==> config.mk <==
export PLATFORM = sky130hd
export DESIGN_NAME = distance_vector_table_update
export DESIGN_NICKNAME = d
export VERILOG_FILES = /design/src/design/dvtu_pkg.sv /design/src/design/dvtu_ram.sv /design/src/design/dvtu_datapath.sv /design/src/design/dvtu_ctrl.sv /design/src/design/distance_vector_table_update.sv
export SDC_FILE = /design/constraint.sdc
export NUM_CORES = 2
export LEC_CHECK = 0
export BUFFER_PORTS_ARGS = -buffer_cell sky130_fd_sc_hd__clkbuf_2
export CORE_MARGIN = 3
export CORE_UTILIZATION = 35
export DETAILED_ROUTE_END_ITERATION = 8
export GPL_ROUTABILITY_DRIVEN = 0
export PLACE_DENSITY = 0.55
export SLEW_MARGIN = 40
export SYNTH_ARGS = -nofsm -noshare
export SYNTH_HDL_FRONTEND = slang
export SYNTH_HIERARCHICAL = 1
export SYNTH_SLANG_ARGS = --single-unit
==> constraint.sdc <==
create_clock -name clk -period 6.2 [get_ports clk]
set_input_delay 0.31 -clock clk [delete_from_list [all_inputs] [get_ports clk]]
set_output_delay 0.31 -clock clk [all_outputs]
set_load 0.1 [all_outputs]
==> src/design/dvtu_pkg.sv <==
// ----------------------------------------------------------------------------
// dvtu_pkg
// Types, constants and command codes of the distance-vector route table.
// ----------------------------------------------------------------------------
`default_nettype none

package dvtu_pkg;

  localparam int MAX_ROUTERS = 8;
  localparam int IDX_W       = $clog2(MAX_ROUTERS);
  localparam int CNT_W       = $clog2(MAX_ROUTERS + 1);
  localparam int ADDR_W      = 2 * IDX_W;
  localparam int MAT_DEPTH   = MAX_ROUTERS * MAX_ROUTERS;
  localparam int POS_W       = 4;

  localparam logic [15:0]      INF_COST = 16'hFFFF;
  localparam logic [POS_W-1:0] POS_MAX  = 4'd15;

  // Request codes.
  localparam logic [1:0] REQ_LOAD  = 2'd0;
  localparam logic [1:0] REQ_VEC   = 2'd1;
  localparam logic [1:0] REQ_CRASH = 2'd2;
  localparam logic [1:0] REQ_READ  = 2'd3;

  // Configuration register indexes.
  localparam logic CFG_SELF_SLOT = 1'b0;
  localparam logic CFG_ACTIVE    = 1'b1;

  // Matrix write data sources.
  localparam logic [1:0] SRC_COST = 2'd0;
  localparam logic [1:0] SRC_VBUF = 2'd1;
  localparam logic [1:0] SRC_BEST = 2'd2;

  typedef struct packed {
    logic [1:0]  req_type;
    logic [2:0]  slot;
    logic [15:0] node_id;
    logic [15:0] cost;
    logic [15:0] next_hop;
    logic        last;
  } in_item_t;

  typedef struct packed {
    logic [15:0] route_cost;
    logic [15:0] next_hop_id;
    logic        sender_missing;
  } out_item_t;

  typedef struct packed {
    logic              latch;
    logic              load_wr;
    logic              crash_wr;
    logic              vec_entry;
    logic              vec_end;
    logic [IDX_W-1:0]  tbl_idx;
    logic              ram_rd;
    logic [ADDR_W-1:0] ram_rd_addr;
    logic              ram_wr;
    logic [ADDR_W-1:0] ram_wr_addr;
    logic [1:0]        ram_wr_src;
    logic              cap_id_me;
    logic              cap_orig;
    logic              cap_a;
    logic              relax_step;
    logic              hop_wr;
    logic [IDX_W-1:0]  hop_wr_idx;
    logic              res_clr;
    logic              res_miss;
    logic              res_read;
    logic              out_load;
  } dp_cmd_t;

  typedef struct packed {
    logic [1:0]       req_type;
    logic [2:0]       slot;
    logic             last;
    logic [POS_W-1:0] pos;
    logic             sid_vld;
    logic             id_match;
    logic             id_eq_me;
    logic             crashed;
    logic             le;
    logic             changed;
    logic [CNT_W-1:0] n;
    logic [IDX_W-1:0] me;
  } dp_sts_t;

endpackage

`default_nettype wire

==> src/design/dvtu_ram.sv <==
// ----------------------------------------------------------------------------
// dvtu_ram
// Generic single-write, single-read RAM with registered read data.
// ----------------------------------------------------------------------------
`default_nettype none

module dvtu_ram #(
  parameter int WIDTH = 16,
  parameter int DEPTH = 64
) (
  input  wire logic                     clk,
  input  wire logic                     we,
  input  wire logic [$clog2(DEPTH)-1:0] waddr,
  input  wire logic [WIDTH-1:0]         wdata,
  input  wire logic                     re,
  input  wire logic [$clog2(DEPTH)-1:0] raddr,
  output logic      [WIDTH-1:0]         rdata
);

  logic [WIDTH-1:0] mem_r [DEPTH];

  always_ff @(posedge clk) begin
    if (we) begin
      mem_r[waddr] <= wdata;
    end
    if (re) begin
      rdata <= mem_r[raddr];
    end
  end

endmodule

`default_nettype wire

==> src/design/dvtu_datapath.sv <==
// ----------------------------------------------------------------------------
// dvtu_datapath
// Tables, cost matrix, vector buffer, relaxation arithmetic and result regs.
// ----------------------------------------------------------------------------
`default_nettype none

module dvtu_datapath (
  input  wire logic                clk,
  input  wire logic                rst_n,
  input  wire logic                cfg_we,
  input  wire logic                cfg_idx,
  input  wire logic [3:0]          cfg_wdata,
  input  wire dvtu_pkg::in_item_t  in_data,
  input  wire dvtu_pkg::dp_cmd_t   cmd,
  output dvtu_pkg::dp_sts_t        sts,
  output dvtu_pkg::out_item_t      out_data
);
  import dvtu_pkg::*;

  logic [2:0]          self_r;
  logic [3:0]          active_r;
  in_item_t            item_r;
  logic [POS_W-1:0]    pos_r;
  logic [16:0]         sid_r;
  logic [15:0]         vbuf_r  [MAX_ROUTERS];
  logic [15:0]         id_r    [MAX_ROUTERS];
  logic [15:0]         hop_r   [MAX_ROUTERS];
  logic [MAX_ROUTERS-1:0] crash_r;
  logic [MAT_DEPTH-1:0]   vld_r;
  logic                rd_vld_r;
  logic [15:0]         id_me_r;
  logic [15:0]         a_r;
  logic [16:0]         best_r;
  logic [15:0]         orig_r;
  out_item_t           res_r;
  out_item_t           out_r;

  logic [15:0]         ram_q;
  logic [15:0]         rd_eff;
  logic [15:0]         ram_wdata;
  logic [16:0]         sum;
  logic [CNT_W-1:0]    n;
  logic [IDX_W-1:0]    me;
  logic [15:0]         id_sel;
  logic [15:0]         hop_sel;
  logic [15:0]         hop_new;

  assign n  = (active_r > CNT_W'(MAX_ROUTERS)) ? CNT_W'(MAX_ROUTERS) : CNT_W'(active_r);
  assign me = IDX_W'(self_r);

  assign id_sel  = id_r[cmd.tbl_idx];
  assign hop_sel = hop_r[cmd.tbl_idx];
  assign rd_eff  = rd_vld_r ? ram_q : INF_COST;
  assign sum     = {1'b0, a_r} + {1'b0, rd_eff};

  // The inherited hop is the neighbor itself when it is a direct route.
  assign hop_new = (best_r[15:0] == INF_COST) ? INF_COST :
                   ((hop_sel == id_sel) ? id_sel : hop_sel);

  always_comb begin
    case (cmd.ram_wr_src)
      SRC_COST: ram_wdata = item_r.cost;
      SRC_VBUF: ram_wdata = vbuf_r[cmd.tbl_idx];
      SRC_BEST: ram_wdata = best_r[15:0];
      default:  ram_wdata = INF_COST;
    endcase
  end

  dvtu_ram #(
    .WIDTH (16),
    .DEPTH (MAT_DEPTH)
  ) u_matrix (
    .clk   (clk),
    .we    (cmd.ram_wr),
    .waddr (cmd.ram_wr_addr),
    .wdata (ram_wdata),
    .re    (cmd.ram_rd),
    .raddr (cmd.ram_rd_addr),
    .rdata (ram_q)
  );

  always_ff @(posedge clk) begin
    if (!rst_n) begin
      self_r   <= '0;
      active_r <= 4'd8;
      pos_r    <= '0;
      sid_r    <= '0;
      crash_r  <= '0;
      vld_r    <= '0;
      rd_vld_r <= 1'b0;
      for (int k = 0; k < MAX_ROUTERS; k++) begin
        id_r[k]  <= '0;
        hop_r[k] <= INF_COST;
      end
    end else begin
      if (cfg_we) begin
        case (cfg_idx)
          CFG_SELF_SLOT: self_r   <= cfg_wdata[2:0];
          CFG_ACTIVE:    active_r <= cfg_wdata;
          default:       self_r   <= self_r;
        endcase
      end
      if (cmd.ram_wr) begin
        vld_r[cmd.ram_wr_addr] <= 1'b1;
      end
      if (cmd.ram_rd) begin
        rd_vld_r <= vld_r[cmd.ram_rd_addr];
      end
      if (cmd.load_wr) begin
        id_r[item_r.slot]  <= item_r.node_id;
        hop_r[item_r.slot] <= item_r.next_hop;
      end
      if (cmd.crash_wr) begin
        crash_r[item_r.slot] <= 1'b1;
      end
      if (cmd.hop_wr) begin
        hop_r[cmd.hop_wr_idx] <= hop_new;
      end
      if (cmd.vec_entry) begin
        if ((pos_r < POS_W'(n)) && (item_r.cost == 16'd0)) begin
          sid_r <= {1'b1, item_r.node_id};
        end
        if (pos_r < POS_MAX) begin
          pos_r <= pos_r + POS_W'(1);
        end
      end
      if (cmd.vec_end) begin
        pos_r <= '0;
        sid_r <= '0;
      end
    end
  end

  always_ff @(posedge clk) begin
    if (cmd.latch) begin
      item_r <= in_data;
    end
    if (cmd.vec_entry && (pos_r < POS_W'(n))) begin
      vbuf_r[pos_r[IDX_W-1:0]] <= item_r.cost;
    end
    if (cmd.cap_id_me) begin
      id_me_r <= id_sel;
    end
    if (cmd.cap_orig) begin
      orig_r <= rd_eff;
      best_r <= {1'b0, rd_eff};
    end
    if (cmd.cap_a) begin
      a_r <= rd_eff;
    end
    if (cmd.relax_step && (sum <= best_r)) begin
      best_r <= sum;
    end
    if (cmd.res_clr) begin
      res_r <= '{route_cost: 16'd0, next_hop_id: INF_COST, sender_missing: 1'b0};
    end
    if (cmd.res_miss) begin
      res_r.sender_missing <= 1'b1;
    end
    if (cmd.res_read) begin
      res_r.route_cost  <= rd_eff;
      res_r.next_hop_id <= hop_sel;
    end
    if (cmd.out_load) begin
      out_r <= res_r;
    end
  end

  always_comb begin
    sts.req_type = item_r.req_type;
    sts.slot     = item_r.slot;
    sts.last     = item_r.last;
    sts.pos      = pos_r;
    sts.sid_vld  = sid_r[16];
    sts.id_match = (id_sel == sid_r[15:0]);
    sts.id_eq_me = (id_sel == id_me_r);
    sts.crashed  = crash_r[cmd.tbl_idx];
    sts.le       = (sum <= best_r);
    sts.changed  = (best_r != {1'b0, orig_r});
    sts.n        = n;
    sts.me       = me;
  end

  assign out_data = out_r;

endmodule

`default_nettype wire

==> src/design/dvtu_ctrl.sv <==
// ----------------------------------------------------------------------------
// dvtu_ctrl
// Sequencer: request decode, sender search, row write and relaxation walk.
// ----------------------------------------------------------------------------
`default_nettype none

module dvtu_ctrl (
  input  wire logic              clk,
  input  wire logic              rst_n,
  input  wire logic              in_valid,
  output logic                   in_ready,
  output logic                   out_valid,
  input  wire logic              out_ready,
  input  wire dvtu_pkg::dp_sts_t sts,
  output dvtu_pkg::dp_cmd_t      cmd
);
  import dvtu_pkg::*;

  localparam logic [3:0] S_IDLE      = 4'd0;
  localparam logic [3:0] S_DECODE    = 4'd1;
  localparam logic [3:0] S_RD_WAIT   = 4'd2;
  localparam logic [3:0] S_SEARCH    = 4'd3;
  localparam logic [3:0] S_ROWWR     = 4'd4;
  localparam logic [3:0] S_REL_START = 4'd5;
  localparam logic [3:0] S_REL_I     = 4'd6;
  localparam logic [3:0] S_REL_ORIG  = 4'd7;
  localparam logic [3:0] S_REL_J     = 4'd8;
  localparam logic [3:0] S_REL_A     = 4'd9;
  localparam logic [3:0] S_REL_B     = 4'd10;
  localparam logic [3:0] S_REL_END   = 4'd11;
  localparam logic [3:0] S_DONE      = 4'd12;

  logic [3:0]       state_r, state_nxt;
  logic [CNT_W-1:0] i_r, i_nxt, j_r, j_nxt, k_r, k_nxt;
  logic [IDX_W-1:0] found_r, found_nxt, nh_r, nh_nxt;
  logic             out_valid_r, out_valid_nxt;

  always_comb begin
    cmd           = '0;
    state_nxt     = state_r;
    i_nxt         = i_r;
    j_nxt         = j_r;
    k_nxt         = k_r;
    found_nxt     = found_r;
    nh_nxt        = nh_r;
    out_valid_nxt = out_valid_r && !out_ready;
    in_ready      = (state_r == S_IDLE);

    case (state_r)
      S_IDLE: begin
        if (in_valid) begin
          cmd.latch = 1'b1;
          state_nxt = S_DECODE;
        end
      end
      S_DECODE: begin
        cmd.res_clr = 1'b1;
        case (sts.req_type)
          REQ_LOAD: begin
            cmd.load_wr     = 1'b1;
            cmd.ram_wr      = 1'b1;
            cmd.ram_wr_addr = {sts.me, sts.slot};
            cmd.ram_wr_src  = SRC_COST;
            state_nxt       = S_DONE;
          end
          REQ_CRASH: begin
            cmd.crash_wr = 1'b1;
            state_nxt    = S_DONE;
          end
          REQ_READ: begin
            cmd.ram_rd      = 1'b1;
            cmd.ram_rd_addr = {sts.me, sts.slot};
            state_nxt       = S_RD_WAIT;
          end
          default: begin
            cmd.vec_entry = 1'b1;
            k_nxt         = '0;
            state_nxt     = sts.last ? S_SEARCH : S_DONE;
          end
        endcase
      end
      S_RD_WAIT: begin
        cmd.tbl_idx  = sts.slot;
        cmd.res_read = 1'b1;
        state_nxt    = S_DONE;
      end
      S_SEARCH: begin
        cmd.tbl_idx = k_r[IDX_W-1:0];
        if (!sts.sid_vld || (k_r >= sts.n)) begin
          cmd.res_miss = 1'b1;
          state_nxt    = S_DONE;
        end else if (sts.id_match) begin
          found_nxt = k_r[IDX_W-1:0];
          i_nxt     = '0;
          state_nxt = S_ROWWR;
        end else begin
          k_nxt = k_r + CNT_W'(1);
        end
      end
      S_ROWWR: begin
        cmd.tbl_idx = i_r[IDX_W-1:0];
        if ((i_r < sts.n) && (POS_W'(i_r) < sts.pos)) begin
          if (!sts.crashed) begin
            cmd.ram_wr      = 1'b1;
            cmd.ram_wr_addr = {found_r, i_r[IDX_W-1:0]};
            cmd.ram_wr_src  = SRC_VBUF;
          end
          i_nxt = i_r + CNT_W'(1);
        end else begin
          state_nxt = S_REL_START;
        end
      end
      S_REL_START: begin
        cmd.tbl_idx   = sts.me;
        cmd.cap_id_me = 1'b1;
        i_nxt         = '0;
        state_nxt     = S_REL_I;
      end
      S_REL_I: begin
        cmd.tbl_idx = i_r[IDX_W-1:0];
        if (i_r >= sts.n) begin
          state_nxt = S_DONE;
        end else if (sts.id_eq_me) begin
          i_nxt = i_r + CNT_W'(1);
        end else begin
          cmd.ram_rd      = 1'b1;
          cmd.ram_rd_addr = {sts.me, i_r[IDX_W-1:0]};
          state_nxt       = S_REL_ORIG;
        end
      end
      S_REL_ORIG: begin
        cmd.cap_orig = 1'b1;
        j_nxt        = '0;
        nh_nxt       = '0;
        state_nxt    = S_REL_J;
      end
      S_REL_J: begin
        if (j_r >= sts.n) begin
          state_nxt = S_REL_END;
        end else if (j_r[IDX_W-1:0] == sts.me) begin
          j_nxt = j_r + CNT_W'(1);
        end else begin
          cmd.ram_rd      = 1'b1;
          cmd.ram_rd_addr = {sts.me, j_r[IDX_W-1:0]};
          state_nxt       = S_REL_A;
        end
      end
      S_REL_A: begin
        cmd.cap_a       = 1'b1;
        cmd.ram_rd      = 1'b1;
        cmd.ram_rd_addr = {j_r[IDX_W-1:0], i_r[IDX_W-1:0]};
        state_nxt       = S_REL_B;
      end
      S_REL_B: begin
        cmd.relax_step = 1'b1;
        // Less-or-equal lets a later slot win a tie.
        if (sts.le) begin
          nh_nxt = j_r[IDX_W-1:0];
        end
        j_nxt     = j_r + CNT_W'(1);
        state_nxt = S_REL_J;
      end
      S_REL_END: begin
        cmd.tbl_idx = nh_r;
        if (sts.changed) begin
          cmd.ram_wr      = 1'b1;
          cmd.ram_wr_addr = {sts.me, i_r[IDX_W-1:0]};
          cmd.ram_wr_src  = SRC_BEST;
          cmd.hop_wr      = 1'b1;
          cmd.hop_wr_idx  = i_r[IDX_W-1:0];
        end
        i_nxt     = i_r + CNT_W'(1);
        state_nxt = S_REL_I;
      end
      S_DONE: begin
        if (!out_valid_r || out_ready) begin
          cmd.out_load  = 1'b1;
          cmd.vec_end   = (sts.req_type == REQ_VEC) && sts.last;
          out_valid_nxt = 1'b1;
          state_nxt     = S_IDLE;
        end
      end
      default: begin
        state_nxt = S_IDLE;
      end
    endcase
  end

  always_ff @(posedge clk) begin
    if (!rst_n) begin
      state_r     <= S_IDLE;
      out_valid_r <= 1'b0;
      i_r         <= '0;
      j_r         <= '0;
      k_r         <= '0;
      found_r     <= '0;
      nh_r        <= '0;
    end else begin
      state_r     <= state_nxt;
      out_valid_r <= out_valid_nxt;
      i_r         <= i_nxt;
      j_r         <= j_nxt;
      k_r         <= k_nxt;
      found_r     <= found_nxt;
      nh_r        <= nh_nxt;
    end
  end

  assign out_valid = out_valid_r;

endmodule

`default_nettype wire

==> src/design/distance_vector_table_update.sv <==
// ----------------------------------------------------------------------------
// distance_vector_table_update
// Distance-vector route table with sender row update and relaxation.
// ----------------------------------------------------------------------------
//  Channel | Signals                          | Transfer
//  --------+----------------------------------+-----------------------------
//  in      | in_valid, in_ready, in_data      | one request
//  out     | out_valid, out_ready, out_data   | one result per request
//  cfg     | cfg_we, cfg_idx, cfg_wdata       | register write, no wait
//
//  Load, crash and non-final vector requests go through decode and done;
//  reads add a read-wait state. A final entry adds a sender search over the
//  table, a write of the sender row, a setup state and the relaxation walk,
//  which the single matrix read port serialises.
//  Reset is synchronous; the matrix reads as unreachable until written.
//  A new request is taken while the previous result still waits on out.
// ----------------------------------------------------------------------------
`default_nettype none

module distance_vector_table_update (
  input  wire logic                clk,
  input  wire logic                rst_n,
  input  wire logic                in_valid,
  output logic                     in_ready,
  input  wire dvtu_pkg::in_item_t  in_data,
  output logic                     out_valid,
  input  wire logic                out_ready,
  output dvtu_pkg::out_item_t      out_data,
  input  wire logic                cfg_we,
  input  wire logic                cfg_idx,
  input  wire logic [3:0]          cfg_wdata
);
  import dvtu_pkg::*;

  dp_cmd_t cmd;
  dp_sts_t sts;

  dvtu_ctrl u_ctrl (
    .clk       (clk),
    .rst_n     (rst_n),
    .in_valid  (in_valid),
    .in_ready  (in_ready),
    .out_valid (out_valid),
    .out_ready (out_ready),
    .sts       (sts),
    .cmd       (cmd)
  );

  dvtu_datapath u_dp (
    .clk       (clk),
    .rst_n     (rst_n),
    .cfg_we    (cfg_we),
    .cfg_idx   (cfg_idx),
    .cfg_wdata (cfg_wdata),
    .in_data   (in_data),
    .cmd       (cmd),
    .sts       (sts),
    .out_data  (out_data)
  );

endmodule

`default_nettype wire

# --- Word level (Yosys, flattened, before mapping) ---
# Memory sizes are Yosys's and may differ from the RTL's. A register that Yosys moved wholly into a read port is not among the register bits.
# Index checks and enable logic that the tools add are counted.
totals:
  register_bits: 309
  ram_bits: 1408
  output_inout_bits: 35
  memories: 4
memory_table:
  columns: ["memory", "words", "word_bits", "rd", "rd_clocked_by_memory_dff", "wr", "line", "text"]
  rows:
  - ["u_dp.u_matrix.mem_r", 64, 16, 1, 1, 1, "dvtu_ram.sv:20", "logic [WIDTH-1:0] mem_r [DEPTH];"]
  - ["u_dp.hop_r", 8, 16, 1, 0, 8, "dvtu_datapath.sv:27", "logic [15:0] hop_r [MAX_ROUTERS];"]
  - ["u_dp.id_r", 8, 16, 1, 0, 8, "dvtu_datapath.sv:26", "logic [15:0] id_r [MAX_ROUTERS];"]
  - ["u_dp.vbuf_r", 8, 16, 1, 0, 1, "dvtu_datapath.sv:25", "logic [15:0] vbuf_r [MAX_ROUTERS];"]
classes:
  add_sub_neg: 5
  order_cmp: 15
  n_eq_ne: 39
  n_mux: 98
  bitwise: 5
  reduce_logical: 42
ops:
  columns: ["cell", "count"]
  rows:
  - ["$mux W16", 6]
  - ["$mux W4", 23]
  - ["$or A64 B64 Y64", 1]
  - ["$eq A16 B16 Y1", 3]
  - ["$pmux W16 S3", 1]
  - ["$reduce_or A16 Y1", 3]
  - ["$pmux W4 S11", 1]
  - ["$mux W1", 37]
  - ["$mux W9", 4]
  - ["$mux W7", 5]
  - ["$mux W17", 2]
  - ["$mux W33", 1]
  - ["$mux W32", 1]
  - ["$pmux W7 S4", 1]
  - ["$pmux W9 S3", 1]
  - ["$eq A4 B4 Y1 const B", 5]
  - ["$ne A2 B2 Y1 const B", 10]
  - ["$pmux W4 S5", 1]
  - ["$add A16 B16 Y17", 1]
  - ["$le A17 B17 Y1", 1]
  - ["$ne A17 B16 Y1", 1]
  - ["$add A4 B1 Y4 const B", 4]
  - ["$eq A16 B16 Y1 const B", 1]
  - ["$eq A4 B3 Y1 const B", 4]
  - ["41 further kinds", 86]

# --- Logic depth before layout (Yosys ltp) ---
logic_depth:
  ltp_word: 13
  depth_mapped: 29
  depth_no_buf: 20

# --- Cells and area by module ---
# The synthesis kept the hierarchy.
modules_own_cells:
  columns: ["module", "n_inst", "cells_per_inst", "area_per_inst_um2", "seq_area_each_um2"]
  rows:
  - ["dvtu_ram", 1, 1829, 40202.3, 31230.0]
  - ["dvtu_datapath", 1, 2098, 29508.3, 19098.3]
  - ["dvtu_ctrl", 1, 283, 2223.4, 460.4]

# --- Worst setup path after synthesis ---
# Ideal clock, no wire load.
synth_path:
  path_kind: "reg2reg"
  from: "register u_ctrl.state_r[2]"
  to: "memory u_dp.u_matrix.mem_r[59][0], enable pin"
  setup_time_ps: 389
  arrival_time_ps: 6055
  setup_slack_ps: -243
  stages_incl_launch_ff: 20
  path_buffers: 6
  period_less_slack_ps: 6443
  path_cell_list: "dfxtp_1 > clkbuf_1 > nand2_1 > nor3_1 > a22o_1 > a21oi_1 > o31ai_1 > buf_6 > buf_2 > buf_2 > buf_2 > mux4_2 > mux2_2 > nor3_2 > or2_1 > a22o_1 > clkbuf_1 > nor2b_1 > nand3_1 > nor2_1"
synth_lines:
  columns: ["item", "line", "text"]
  rows:
  - ["from (decl)", "dvtu_ctrl.sv:33", "logic [3:0] state_r, state_nxt;"]
  - ["from (signal assigned)", "dvtu_ctrl.sv:199", "state_r <= state_nxt;"]
  - ["to (decl)", "dvtu_ram.sv:20", null]

==> metrics.md <==
| Metric | Value |
|---|---|
| Largest net degree at the start of global routing | 110 |
| Core Area | about 200000 um2 |
| Clk_lat worst skew | ~0.83 ns |
| Clock Tree Buf Depth | 3 |
| Area Growth Syn to Fin | 16.9% |
| Min-Delay Path Class | input port to register |
| Bufs and invs on worst path | 7 |
| Distinct cell type count after synthesis | 90 |
| Final slew viol count | 0 |
| Post-Place Worst Slack | -0.0690 ns |
| Synth Flop Type | edfxtp_1 |
| Crit path capture | u_dp/u_matrix/rdata[15] |
| Asr flop ratio synth | 0 |
| Register Area | a little over 50000 um2 |
| Delay-heaviest family, CP | buffers and inverters |
| Internal power | ~21 mW |
| Most frequent CP cell | buf_4 |
| Fillers | between 15000 and 20000 |
| Critical path arrival | around 6.5 ns |
| WHS Path Cells | 2 |
| Worst Slack Setup Final | 0.218 ns |
| CTS Sinks | 1733 |
| Final nets | around 4800 |
| Starting Density | 0.354 |
| CP Depth | 25 |
| Row count | 165 |
| Die Span Y | 459 um |
| Non-filler cells, final | roughly 7500 |
| Placed inst area | slightly below 80000 um2 |
| First-pass GRT wire length | roughly 280000 um |
| Status | finished clean |
| Total grt overflow | 0 |
| CP Capture Type | register |
| Worst r2r path cells | 25 |
| Number of max-cap violations | 0 |
| Post-synth EDFFs | between 1500 and 2000 |
| Leading area contributor after synthesis | edfxtp_1 |
| Reg-to-Reg Start | u_ctrl/state_r[0] |
| Min Clock Period, post-route | about 6 ns |
| CTS Buf Count | between 150 and 200 |
| Antenna violations before repair | 6 |
| Final core utilization | 0.414 |
| F_max | 0.167 GHz |
| Die Width | approximately 460 um |
| Drt total wl | approximately 190000 um |
| Avg Inst Size Synth | 17.1 um2 |
| Initial DRC count | ~3900 |
| DRC viols | 0 |
| Total chip power | 28.1 mW |
| Crit path required time | between 6 and 7 ns |
| Layout cells sized above 1 | 0.241 |
| Crit share post-route | 0.965 |
| Multi-input combinational cell area | 19900 um2 |
| CTS tree | done |
| Synth top area cells | edfxtp_1, mux4_2, dfxtp_1 |
| Final count of negative-setup-slack endpoints | 0 |
| Cell Pwr Density | 334 nW/um2 |
| RR Endpoint | u_dp/u_matrix/rdata[15] |
| Seq pwr share | 0.499 |
| Worst IR Drop VDD | ~0.00030 V |
| Critical-path top delay cell | mux2i_1 |
| Vias | about 40000 |
| H-tree Lvls | 4 |
| Final Skew | around 0.044 ns |
| DR pass1 iterations | 5 |
| Seq/Total Area, Yosys | 0.706 |
| Syn Inst Count | 4210 |
| Leakage | 26.7 nW |
| Die footprint | between 200000 and 250000 um2 |
| Worst path max stage delay | just under 0.4 ns |
| GRT Util Overall | 0.179 |
| Worst-Margin Slew | 0.930 ns |
| Mapped Area | 71900 um2 |
| CP Class | register to register |
| Remaining antenna violation count after routing | 0 |
| Crit Path Max Fanout | between 40 and 50 |
| Io pins | 99 |
| Hold Worst Slack | between 0.2 and 0.25 ns |
| Post-DP HPWL | 116000 um |
| Syn nets | between 4000 and 5000 |
| TNS Setup | 0 ns |
| PortBufs | between 90 and 100 |
| Post-placement cell count | between 7000 and 8000 |
| Switching Fraction | 0.253 |
| WL per Instance | ~26 um |
| FF+latch count, synth | between 1500 and 2000 |
| Clock Power Share | 0.381 |
| Number of global-route vias before repair | between 30000 and 40000 |
| Post-route design area | between 80000 and 90000 um2 |
| Net Sw Power | ~7.1 mW |
| Max_slew headroom | 0.378 |
| Vias per cell | roughly 5.3 |
| Worst setup startpoint | u_ctrl/state_r[0] |
| Reg clk slew, reported paths | about 0.060 ns |
| Worst Setup Start Kind | register |
| Synth Warn # | 6 |
| R2R setup slack | 0.22 ns |
| Root Driver | clkbuf_16 |
| Synth top area share | 0.671 |
| Power share of the combinational group | 0.120 |
| Fin. Hold Viols | 0 |
## cells in the final DEF (no fill, tap or decap), types with 34 or more instances in the layout
cell           instances
a21oi_1              272
a22oi_1               50
and2_1               104
and3_1                62
buf_4                280
clkbuf_1              34
clkbuf_16            186
clkbuf_2              98
clkinv_1              37
dfxtp_1              122
dlygate4sd3_1         68
edfxtp_1            1608
ha_1                  55
inv_1                 69
mux2_2                40
mux2i_1              160
mux4_2               320
nand2_1              119
nand2b_1              42
nand3_1               60
nand4_1               34
nor2_1               284
nor2b_1              117
xnor2_1               34
## power by group through the flow
stage,combinational [mW],sequential [mW],clock (mW)
after floorplan,1.98,14.1,0
after global placement,3.31,14.2,0
after CTS,3.39,14.0,10.9
after detailed placement,3.35,14.2,0
after global routing,3.62,14.0,11.4
final,3.37,14.0,10.7
## registers in the layout, summed over array words and instances, names as in the netlist, 4 cells and up
name and count:
u_ctrl/i_r 4, u_ctrl/j_r 4, u_ctrl/k_r 4, u_ctrl/state_r 4
u_dp/a_r 16, u_dp/active_r 4, u_dp/best_r 17, u_dp/crash_r 8
u_dp/hop_r 128, u_dp/id_me_r 16, u_dp/id_r 128, u_dp/item_r 48
u_dp/orig_r 16, u_dp/out_data 33, u_dp/pos_r 4, u_dp/res_r 33
u_dp/sid_r 17, u_dp/sts 6, u_dp/u_matrix/mem_r 1024, u_dp/u_matrix/rdata 16
u_dp/vbuf_r 128, u_dp/vld_r 64
## cell type report
type	count	share of cell area
Timing Repair Buffer	488	0.0479
Clock buffer	228	0.0579
Antenna cell	3	0.0000892
Inverter	71	0.00318
Multi-Input combinational cell	2161	0.236
Sequential cell	1733	0.604
Tap cell	2672	0.0397
Clock inverter	97	0.0112
## cell families (layout without fill, tap and decap cells)
logic type               Yosys count  after routing  synth area share
other                              0              3                 0
flip-flops                      1733           1733             0.706
multiplexers                     545            545             0.135
XOR/XNOR                          63             63           0.00767
buffers and inverters            316            884            0.0232
adder cells (fa/ha/maj)           56             56           0.00984
AND/OR/NAND/NOR                  924            924            0.0664
AO/OA/AOI/OAI                    573            573            0.0513
## layer usage
metal  vias up  GRT usage  part of all wire  wire (um)
li1      17500          -                 -          -
met2      1260      0.291              0.48      92200
met1     20800      0.249              0.43      82300
met4         0     0.0473             0.022       4260
met3       261     0.0315             0.064      12300
met5         -          0                 0          0
## synth_stat cells (50+ instances only)
master,number
and2_1,105
ha_1,55
clkbuf_1,105
nand2_1,120
and3_1,62
nor2_1,293
a22oi_1,50
nand3_1,61
buf_2,61
mux4_2,320
edfxtp_1,1608
mux2i_1,169
dfxtp_1,125
a21oi_1,272
inv_1,71
nor2b_1,117
## worst min-delay path by stage
stage / from / endpoint / slack (ns)
detailed placement: u_dp/res_r[6] / u_dp/out_data[6] / 0.41
floorplan: u_dp/res_r[10] / u_dp/out_data[10] / 0.40
global placement: u_dp/res_r[14] / u_dp/out_data[14] / 0.40
finish: in_data[40] / u_dp/item_r[40] / 0.21
CTS: in_data[31] / u_dp/item_r[31] / 0.13
global route: in_data[23] / u_dp/item_r[23] / 0.17
## timing repair
action                                  CTS  global route
gates cloned                              0             1
pin swaps                                 0             1
resized for setup                         5            21
endpoints found under the hold margin    66             0
setup buffers                             0             4
endpoints found under the setup margin    4            17
hold buffers                             68             0
(Power assumes the default switching activity.)
